[src/hw/rtl/kpl_pkg.sv]
// Shared types and constants for the keypad password entry lock.
package kpl_pkg;

   localparam logic [7:0] NO_KEY    = 8'hFF;
   localparam logic [7:0] KEY_ENTER = 8'h23;
   localparam logic [7:0] KEY_CLEAR = 8'h43;

   localparam logic [1:0] MODE_WELCOME = 2'd0;
   localparam logic [1:0] MODE_ENTRY   = 2'd1;
   localparam logic [1:0] MODE_SUBMIT  = 2'd2;

   localparam logic [2:0] EV_NONE    = 3'd0;
   localparam logic [2:0] EV_START   = 3'd1;
   localparam logic [2:0] EV_STORED  = 3'd2;
   localparam logic [2:0] EV_DELETED = 3'd3;
   localparam logic [2:0] EV_GRANTED = 3'd4;
   localparam logic [2:0] EV_DENIED  = 3'd5;
   localparam logic [2:0] EV_WELCOME = 3'd6;

   localparam logic       ACT_SCAN = 1'b0;

   localparam logic [1:0] CSR_TIMEOUT_TICKS   = 2'd0;
   localparam logic [1:0] CSR_PASSWORD_CODE   = 2'd1;
   localparam logic [1:0] CSR_PASSWORD_LENGTH = 2'd2;

   localparam logic [15:0] TIMEOUT_RESET = 16'd5000;
   localparam logic [63:0] PASSWORD_RESET = 64'd4050765991979987505; // "12345678"
   localparam logic [3:0]  LENGTH_RESET = 4'd8;
   localparam logic [3:0]  PASSWORD_MAX = 4'd8;

   typedef struct packed {
      logic [1:0] mode;
      logic [3:0] entry_count;
      logic [2:0] event_res;
      logic [7:0] echo_key;
   } rsp_type;

endpackage

[src/hw/rtl/kpl_ifs.sv]
// Valid/ready channel interfaces for keypad requests and lock responses.
interface kpl_req_if;
   logic       valid;
   logic       ready;
   logic       action;
   logic [7:0] key_code;

   modport source (output valid, output action, output key_code, input ready);
   modport sink   (input valid, input action, input key_code, output ready);
endinterface

interface kpl_rsp_if;
   logic       valid;
   logic       ready;
   logic [1:0] mode;
   logic [3:0] entry_count;
   logic [2:0] event_res;
   logic [7:0] echo_key;

   modport source (output valid, output mode, output entry_count, output event_res,
                   output echo_key, input ready);
   modport sink   (input valid, input mode, input entry_count, input event_res,
                   input echo_key, output ready);
endinterface

[src/hw/rtl/kpl_rsp_buf.sv]
// Two-entry response buffer: output register plus skid register.
module kpl_rsp_buf
   import kpl_pkg::*;
(
   input  logic    clock,
   input  logic    reset,
   input  logic    push_valid,
   output logic    push_ready,
   input  rsp_type push_data,
   kpl_rsp_if.source rsp
);

   logic    head_valid_ff, head_valid_in;
   logic    skid_valid_ff, skid_valid_in;
   rsp_type head_ff, head_in;
   rsp_type skid_ff, skid_in;
   logic    push;
   logic    pop;

   assign push_ready = !skid_valid_ff;
   assign push = push_valid && push_ready;
   assign pop  = head_valid_ff && rsp.ready;

   always_comb begin
      head_valid_in = head_valid_ff;
      skid_valid_in = skid_valid_ff;
      head_in       = head_ff;
      skid_in       = skid_ff;
      if (pop) begin
         if (skid_valid_ff) begin
            // skid full means no push this cycle
            head_in       = skid_ff;
            skid_valid_in = 1'b0;
         end else begin
            head_valid_in = push;
            head_in       = push_data;
         end
      end else if (push) begin
         if (!head_valid_ff) begin
            head_in       = push_data;
            head_valid_in = 1'b1;
         end else begin
            skid_in       = push_data;
            skid_valid_in = 1'b1;
         end
      end
   end

   always_ff @(posedge clock) begin
      if (reset) begin
         head_valid_ff <= 1'b0;
         skid_valid_ff <= 1'b0;
      end else begin
         head_valid_ff <= head_valid_in;
         skid_valid_ff <= skid_valid_in;
      end
      head_ff <= head_in;
      skid_ff <= skid_in;
   end

   assign rsp.valid       = head_valid_ff;
   assign rsp.mode        = head_ff.mode;
   assign rsp.entry_count = head_ff.entry_count;
   assign rsp.event_res   = head_ff.event_res;
   assign rsp.echo_key    = head_ff.echo_key;

endmodule

[src/hw/rtl/keypad_password_entry_lock.sv]
// Keypad password entry lock: press detection, entry buffer, timeout and compare.
// Each accepted transaction (a keypad scan sample or a time tick) yields exactly one
// response transaction. The lock state is updated in the cycle a request is accepted
// and the response lands in a two-entry output buffer, so a request is taken every
// cycle and the response is presented from the buffer's head register; the input
// stalls only when both buffer entries are held by a stalled response channel. The
// password compare is a parallel byte compare against the held entry registers.
module keypad_password_entry_lock
   import kpl_pkg::*;
#(
   parameter int MAX_ENTRY = 9
) (
   input  logic        clock,
   input  logic        reset,
   kpl_req_if.sink     req,
   kpl_rsp_if.source   rsp,
   input  logic        csr_we,
   input  logic [1:0]  csr_index,
   input  logic [63:0] csr_wdata
);

   localparam int CW = $clog2(MAX_ENTRY + 1);
   localparam int IW = (MAX_ENTRY > 1) ? $clog2(MAX_ENTRY) : 1;
   localparam int NM = (MAX_ENTRY < 8) ? MAX_ENTRY : 8;

   // configuration
   logic [15:0] timeout_ff;
   logic [63:0] password_ff;
   logic [3:0]  length_ff;

   always_ff @(posedge clock) begin
      if (reset) begin
         timeout_ff  <= TIMEOUT_RESET;
         password_ff <= PASSWORD_RESET;
         length_ff   <= LENGTH_RESET;
      end else if (csr_we) begin
         case (csr_index)
            CSR_TIMEOUT_TICKS:   timeout_ff  <= csr_wdata[15:0];
            CSR_PASSWORD_CODE:   password_ff <= csr_wdata;
            CSR_PASSWORD_LENGTH: length_ff   <= csr_wdata[3:0];
            default: ;
         endcase
      end
   end

   // lock state
   logic [7:0]    last_scan_ff, last_scan_in;
   logic [1:0]    mode_ff, mode_in;
   logic [CW-1:0] held_ff, held_in;
   logic [15:0]   idle_ff, idle_in;
   logic [7:0]    store_ff [MAX_ENTRY];

   logic          accept;
   logic          buf_ready;
   logic          press;
   logic          store_we;
   logic [16:0]   idle_next;
   logic [3:0]    len_eff;
   logic [NM-1:0] byte_ok;
   logic          match;
   rsp_type       result;

   assign req.ready = buf_ready;
   assign accept    = req.valid && buf_ready;

   assign len_eff = (length_ff > PASSWORD_MAX) ? PASSWORD_MAX : length_ff;

   // bytes beyond the password length always pass
   for (genvar i = 0; i < NM; i++) begin : g_cmp
      assign byte_ok[i] = (4'(i) >= len_eff) || (store_ff[i] == password_ff[8*i +: 8]);
   end

   assign match     = (5'(held_ff) == 5'(len_eff)) && (&byte_ok);
   assign press     = (req.key_code != NO_KEY) && (last_scan_ff == NO_KEY);
   assign idle_next = 17'(idle_ff) + 17'd1;

   always_comb begin
      last_scan_in     = last_scan_ff;
      mode_in          = mode_ff;
      held_in          = held_ff;
      idle_in          = idle_ff;
      store_we         = 1'b0;
      result.event_res = EV_NONE;
      result.echo_key  = 8'h00;
      if (req.action != ACT_SCAN) begin
         if (idle_next >= 17'(timeout_ff)) begin
            idle_in = 16'd0;
            if (mode_ff != MODE_WELCOME) begin
               mode_in          = MODE_WELCOME;
               held_in          = '0;
               result.event_res = EV_WELCOME;
            end
         end else begin
            idle_in = idle_next[15:0];
         end
      end else begin
         last_scan_in = req.key_code;
         if (press) begin
            idle_in = 16'd0;
            case (mode_ff)
               MODE_WELCOME: begin
                  if (req.key_code == KEY_ENTER) begin
                     mode_in          = MODE_ENTRY;
                     result.event_res = EV_START;
                  end
               end
               MODE_ENTRY: begin
                  if (req.key_code == KEY_CLEAR) begin
                     if (held_ff != '0) begin
                        held_in          = held_ff - CW'(1);
                        result.event_res = EV_DELETED;
                     end
                  end else if (req.key_code == KEY_ENTER) begin
                     mode_in          = MODE_SUBMIT;
                     held_in          = '0;
                     result.event_res = match ? EV_GRANTED : EV_DENIED;
                  end else if (held_ff < CW'(MAX_ENTRY)) begin
                     store_we         = 1'b1;
                     held_in          = held_ff + CW'(1);
                     result.event_res = EV_STORED;
                     result.echo_key  = req.key_code;
                  end
               end
               default: begin
                  mode_in          = MODE_WELCOME;
                  held_in          = '0;
                  result.event_res = EV_WELCOME;
               end
            endcase
         end
      end
      result.mode        = mode_in;
      result.entry_count = 4'(held_in);
   end

   always_ff @(posedge clock) begin
      if (reset) begin
         last_scan_ff <= NO_KEY;
         mode_ff      <= MODE_WELCOME;
         held_ff      <= '0;
         idle_ff      <= 16'd0;
      end else if (accept) begin
         last_scan_ff <= last_scan_in;
         mode_ff      <= mode_in;
         held_ff      <= held_in;
         idle_ff      <= idle_in;
      end
   end

   always_ff @(posedge clock) begin
      if (accept && store_we) begin
         store_ff[held_ff[IW-1:0]] <= req.key_code;
      end
   end

   kpl_rsp_buf u_rsp_buf (
      .clock      (clock),
      .reset      (reset),
      .push_valid (accept),
      .push_ready (buf_ready),
      .push_data  (result),
      .rsp        (rsp)
   );

endmodule

[src/flat_wrapper.sv]
// flat-port wrapper written by rule: the top's interface ports become plain ports
module keypad_password_entry_lock_flat import kpl_pkg::*;
#(
   parameter int MAX_ENTRY = 9
)
  (clock, reset, csr_we, csr_index, csr_wdata, req_valid, req_action, req_key_code, req_ready, rsp_valid, rsp_mode, rsp_entry_count, rsp_event_res, rsp_echo_key, rsp_ready);
  kpl_req_if req_i ();
  kpl_rsp_if rsp_i ();
  input  logic clock;
  input  logic reset;
  input  logic csr_we;
  input  logic [1:0] csr_index;
  input  logic [63:0] csr_wdata;
  input wire logic [$bits(req_i.valid)-1:0] req_valid;
  input wire logic [$bits(req_i.action)-1:0] req_action;
  input wire logic [$bits(req_i.key_code)-1:0] req_key_code;
  output wire logic [$bits(req_i.ready)-1:0] req_ready;
  output wire logic [$bits(rsp_i.valid)-1:0] rsp_valid;
  output wire logic [$bits(rsp_i.mode)-1:0] rsp_mode;
  output wire logic [$bits(rsp_i.entry_count)-1:0] rsp_entry_count;
  output wire logic [$bits(rsp_i.event_res)-1:0] rsp_event_res;
  output wire logic [$bits(rsp_i.echo_key)-1:0] rsp_echo_key;
  input wire logic [$bits(rsp_i.ready)-1:0] rsp_ready;
  assign req_i.valid = req_valid;
  assign req_i.action = req_action;
  assign req_i.key_code = req_key_code;
  assign req_ready = req_i.ready;
  assign rsp_valid = rsp_i.valid;
  assign rsp_mode = rsp_i.mode;
  assign rsp_entry_count = rsp_i.entry_count;
  assign rsp_event_res = rsp_i.event_res;
  assign rsp_echo_key = rsp_i.echo_key;
  assign rsp_i.ready = rsp_ready;
  keypad_password_entry_lock #(.MAX_ENTRY(MAX_ENTRY)) u_core (.clock(clock), .reset(reset), .req(req_i), .rsp(rsp_i), .csr_we(csr_we), .csr_index(csr_index), .csr_wdata(csr_wdata));
endmodule
[config.mk]
export PLATFORM = sky130hd
export DESIGN_NAME = keypad_password_entry_lock_flat
export DESIGN_NICKNAME = d
export VERILOG_FILES = /design/src/hw/rtl/kpl_pkg.sv /design/src/hw/rtl/kpl_ifs.sv /design/src/hw/rtl/kpl_rsp_buf.sv /design/src/hw/rtl/keypad_password_entry_lock.sv /design/src/flat_wrapper.sv
export SDC_FILE = /design/constraint.sdc
export NUM_CORES = 1
export LEC_CHECK = 0
export ABC_CLOCK_PERIOD_IN_PS = 8050
export BUFFER_PORTS_ARGS = -buffer_cell sky130_fd_sc_hd__buf_2
export CAP_MARGIN = 20
export CORE_ASPECT_RATIO = 1.5
export CORE_MARGIN = 8
export CORE_UTILIZATION = 30
export DETAILED_ROUTE_END_ITERATION = 10
export SETUP_SLACK_MARGIN = 0.2
export SYNTH_ARGS = -nofsm -noshare
export SYNTH_HDL_FRONTEND = slang
export SYNTH_HIERARCHICAL = 1
export SYNTH_SLANG_ARGS = --single-unit
[constraint.sdc]
create_clock -name clock -period 8.05 [get_ports clock]
set_input_delay 0.4025 -clock clock [delete_from_list [all_inputs] [get_ports clock]]
set_output_delay 0.4025 -clock clock [all_outputs]
set_load 0.02 [all_outputs]
======== After elaboration in Yosys (flattened, before gate mapping) ========
Memories as Yosys holds them, arrays and structs flattened.
Index checks and enable logic that the tools add are counted.
storage, ports and cells
  word-level logic and storage cells ...... 135
  memories ................................ 1
  flip-flop bits (word level) ............. 150
  output and inout port bits .............. 19
  bits in writable memories ............... 72
  input port bits ......................... 80
memories
  name             depth  width  read ports  clocked after Yosys merged registers in  wr ports  RTL line                          source
  u_core.store_ff  9      8      8           0                                        1         keypad_password_entry_lock.sv:51  logic [7:0] store_ff [MAX_ENTRY];
operators by class
  reductions and logical operators ........ 32
  $add $sub $neg .......................... 3
  $lt $le $gt $ge ......................... 11
  bitwise logic cells ..................... 2
  eq/ne operators ......................... 18
  muxes and demuxes ....................... 51
operator list
  cell                                                                                number
  17-bit two-way mux                                                                  4
  8-bit equality test                                                                 8
  16-bit two-way mux                                                                  3
  4-bit two-way mux                                                                   9
  8-bit two-way mux                                                                   4
  16-bit by 1-bit adder with 17-bit output, second input constant                     1
  17-bit by 16-bit greater-or-equal comparator with 1-bit output                      1
  3-bit by 4-bit greater-or-equal comparator with 1-bit output, first input constant  4
  2-bit two-way mux                                                                   8
  2-bit AND reduction                                                                 8
  3-bit two-way mux                                                                   5
  1-bit two-way mux                                                                   13
  11-bit two-way mux                                                                  1
  10-bit two-way mux                                                                  1
  8-bit by 6-bit equality test with 1-bit output, second input constant               1
  8-bit by 7-bit equality test with 1-bit output, second input constant               1
  8-bit equality test, second input constant                                          1
  1-bit by 4-bit greater-or-equal comparator with 1-bit output, first input constant  2
  2-bit by 4-bit greater-or-equal comparator with 1-bit output, first input constant  2
  1-bit logical OR                                                                    8
  8-bit inequality test, second input constant                                        1
  4-bit case mux with 2 select lines                                                  1
  8-bit AND reduction                                                                 1
  1-bit logical AND                                                                   6
  18 further kinds                                                                    23

======== Longest topological paths before layout ========
  word-level depth ........................ 15
  depth in mapped cells ................... 15
  depth with buffers taken out ............ 15

======== Cells and area by module ========
The synthesis kept the hierarchy.
modules (own cells, without submodules)
  module                      cells an instance  sequential area each (um2)  times used  area an instance (um2)
  keypad_password_entry_lock  878                4204.0                      1           8319.2
  kpl_rsp_buf                 65                 1061.0                      1           1368.8

======== Worst setup path before layout ========
No wires, ideal clock.
  path kind ............................... register to register
  from .................................... register u_core.idle_ff[2]
  to ...................................... register u_core.u_rsp_buf.head_ff, in the netlist u_core/u_rsp_buf/rsp.entry_count[3], data pin
  arrival time ............................ 3.377 ns
  path slack .............................. 4.412 ns
  stages on the path, launching flop included .. 14
  clock period less this slack ............ 3.638 ns
  setup time .............................. 0.260 ns
  path buffers ............................ 0
  path through ............................ dfxtp_1 > nand3_2 > nor3_1 > nand3_1 > o21a_1 > or2_2 > ha_1 > and3_1 > nand2_1 > a2111oi_2 > nor2_2 > a211oi_2 > o22ai_1 > mux2_4
RTL lines
  what                    RTL line                           source
  from (decl)             keypad_password_entry_lock.sv:50   logic [15:0] idle_ff, idle_in;
  from (signal assigned)  keypad_password_entry_lock.sv:146  idle_ff <= idle_in;
  to (signal assigned)    kpl_rsp_buf.sv:57                  head_ff <= head_in;
  to (decl)               kpl_rsp_buf.sv:15                  rsp_type head_ff, head_in;

==> impl_results.md <==
- Outcome: finished, final reports clean
- Crit path kind: register to register
- DIE AREA: 0.0384 sq mm
- Max clock buf depth: 3
- Post-route antenna net violation count: 0
- Synthesized area: 0.00969 sq mm
- Clock slew at reported path FFs: 0.06 ns
- Met2 WL post-DR: 13,200 microns
- Max Slew Vio Count: 0
- Top Ports: 99
- Fin Clk Skew: 0.0127 ns
- Sequential Power Share: 49.8%
- Dpl hpwl: 17,700 microns
- Vias/cell: 4.79
- First-pass GRT wire length: 39,200 microns
- RSZ-0062 raised after global routing: false
- Achievable Freq: 0.238 GHz
- Critical path, cell by cell: nand3_2 > nor3_1 > nand3_1 > o21a_1 > or2_2 > ha_1 > and3_1 > nand2_1 > a2111oi_2 > nor2_2 > a211oi_2 > o22ai_1 > mux2_4
- Grt total ovfl: 0
- Core Util, Final: 35.7%
- Routed wl met3: 934 microns
- Int Pwr: 1.83 mW
- P per Cell Area: 210 mW/mm^2
- Pleak: 4.30 nW
- Nets: roughly 1.1k
- Yosys cell types: 67
- Vias in the first global route: 7,181
- Clk network pwr share: about 43%
- Drt drc: 0
- Worst Setup Slack, final: just under 4 ns
- Max H-tree Level: 1
- # port buffers: 98
- Filler Cell Count: 3,211
- Reg area: 0.00527 sq mm
- EDFF count, synth: 98
- Max Cap Violations: 0
- Min-delay src: csr_wdata[44]
- Die width: 163 microns
- Initial DRC count: 447
- Core ar.: 0.0318 sq mm
- # resized after CTS: 0
- Flop-to-flop setup slack: 3.85 ns
- Register area share after synthesis: 54.3%
- Yosys warns: 6
- Leading cell type in the layout, fill and taps excluded: nand2_1
- Routed wire length: 24,800 microns
- Net Switching: 0.551 mW
- DR vias: 6,998
- Hold WS: 0.0942 ns
- Cell count after synthesis: between 900 and 1k
- Yosys reg bits: 214
- Share of cells above drive strength 1: 17.5%
- Slowest-stage cell, CP: a2111oi_2
- Primary FF master, synth: dfxtp_1
- Hold Path Class: input pin to register
- Share of synthesized registers carrying an async set or reset: 0%
- Slew headroom: between 20% and 30%
- Syn_nets: 1,044
- Die Ht: between 200 and 250 microns
- CP delay by family, top: simple AND/OR/NAND/NOR gates
- Total CTS buffers: 22
- Post-Route M1 WL: 9900 microns
- CTS tree: yes
- Clock Root Buffer: clkbuf_16
- First-pass DRT Iterations: 5
- Row count: 80
- Sink Count: 214
- Endpoint class of the critical path: register
- Max rail drop VDD: ~0.13 mV
- Slowest stage delay, CP: 0.49 ns
- Buf/Inv on CP: 0
- Area of the multi-input gates: 0.00417 sq mm
- Post-CTS Setup Inserts: 0
- Minimum clock period: between 4 and 5 ns
- WP data required: 8.31 ns
- Initial antenna violation count: 3
- Most frequent cells in the layout: 201 x nand2_1, 116 x dfxtp_1, 98 x edfxtp_1
- Power Total: 2.38 mW
- Post-route clock period utilization: 52.2%
- Placer Congestion: 0.824
- Crit path DAT: 4.46 ns
- Max Used Layer: met4
- GRT Util Overall: 12.7%
- Worst-Skew Late Latency: between 0.5 and 0.6 ns
- Setup WS pre-CTS: 3.87 ns
- Largest net degree at the start of global routing: between 60 and 70
- Combinational share of power: 6.9%
- CTS Hold Bufs: 0
- Total negative slack: 0 ns
- Setup crit start: u_core/idle_ff[2]
- Final Hold Viols: 0
- Net Sw Frac: 23.1%
- WL per Instance: 17.0 microns
- Starting Density: 30.4%
- R2R Path Start: u_core/idle_ff[2]
- Final setup fails: 0
- Area grow syn2layout: 17.2%
- Startpoint Class: register
- Avg Inst Size Synth: 10.3 sq um
- Worst-path maximum fanout: 10
- Slew @ Worst Pin: approximately 1.1 ns
worst paths after layout:
| path | depth (start not counted) | endpoint |
|---|---|---|
| max | 13 | u_core/u_rsp_buf/rsp.entry_count[3] |
| min | 3 | u_core/password_ff[44] |
| max reg2reg | 13 | u_core/u_rsp_buf/rsp.entry_count[3] |
| min reg2reg | 2 | u_core/timeout_ff[6] |
metrics by stage:
| stage | std cells | cell area (sq um) |
|---|---|---|
| after detailed placement | 1417 | 10600 |
| after CTS | 1457 | 11300 |
| after floorplan | 943 | 9690 |
| final | 1460 | 11300 |
| after global placement | 1416 | 10600 |
| after global routing | 1460 | 11300 |
per-layer routing:
metal  vias up  track usage, %
met5         -               0
met4         0            5.94
met3        40            1.67
li1       3480               -
met2       123            23.3
met1      3355            14.2
kinds of logic after synthesis:
group	synth area share [%]
fa+ha+maj	2.71
compound gates	10.6
simple gates	19.5
xor+xnor	7.14
flops	54.3
buf+inv	2.79
mux	2.89
registers in the layout, summed over array words and instances (netlist names), 8 cells and up:
name                           cells
u_core/timeout_ff                 16
u_core/u_rsp_buf/skid_ff          17
u_core/last_scan_ff                8
u_core/store_ff                   64
u_core/u_rsp_buf/rsp.echo_key      8
u_core/idle_ff                    16
u_core/password_ff                64
worst min-delay path, cell delays in order:
cell	delay (ns)
buf_2	0.07
nand2_1	0.04
nand3b_1	0.06
synthesized netlist by cell type, types with 4 or more instances:
master / count / share of area [%]
nand2b_1: 8 / 0.52
o211ai_1: 4 / 0.31
mux2i_1: 4 / 0.41
xor2_1: 71 / 6.4
or2_2: 6 / 0.39
nand2_1: 201 / 7.8
a31oi_1: 5 / 0.32
nor2_1: 44 / 1.7
nand3b_1: 31 / 2.4
xnor2_1: 8 / 0.72
nor2b_1: 9 / 0.58
a211o_1: 15 / 1.4
nor3_1: 7 / 0.36
nor4_1: 19 / 1.2
inv_1: 26 / 1.0
nand3_1: 14 / 0.72
dfxtp_1: 116 / 24
ha_1: 21 / 2.7
edfxtp_1: 98 / 30
mux2_2: 8 / 0.93
and2_1: 17 / 1.1
mux2_4: 10 / 1.5
clkbuf_1: 34 / 1.3
o21a_1: 5 / 0.39
a21oi_1: 68 / 3.5
nand4_1: 7 / 0.45
o21ai_0: 16 / 0.83
a22oi_1: 8 / 0.62
final cells by class:
type | count | share of cell area (%)
antenna | 3 | 0.0661
clock buffer | 31 | 5.42
clock inverter | 9 | 1.01
inverter | 26 | 0.860
multi-input combinational | 662 | 36.7
sequential | 214 | 46.4
tap | 410 | 4.52
timing repair buffer | 105 | 4.98
power groups by stage:
| stage | registers, mW | clock network [mW] | logic [mW] |
|---|---|---|---|
| floorplan | 1.22 | 0 | 0.0875 |
| global placement | 1.21 | 0 | 0.164 |
| detailed placement | 1.21 | 0 | 0.168 |
| CTS | 1.19 | 1.06 | 0.169 |
| global route | 1.19 | 1.09 | 0.183 |
| finish | 1.19 | 1.03 | 0.166 |
Note: power is estimated with default switching activity, not from simulation.
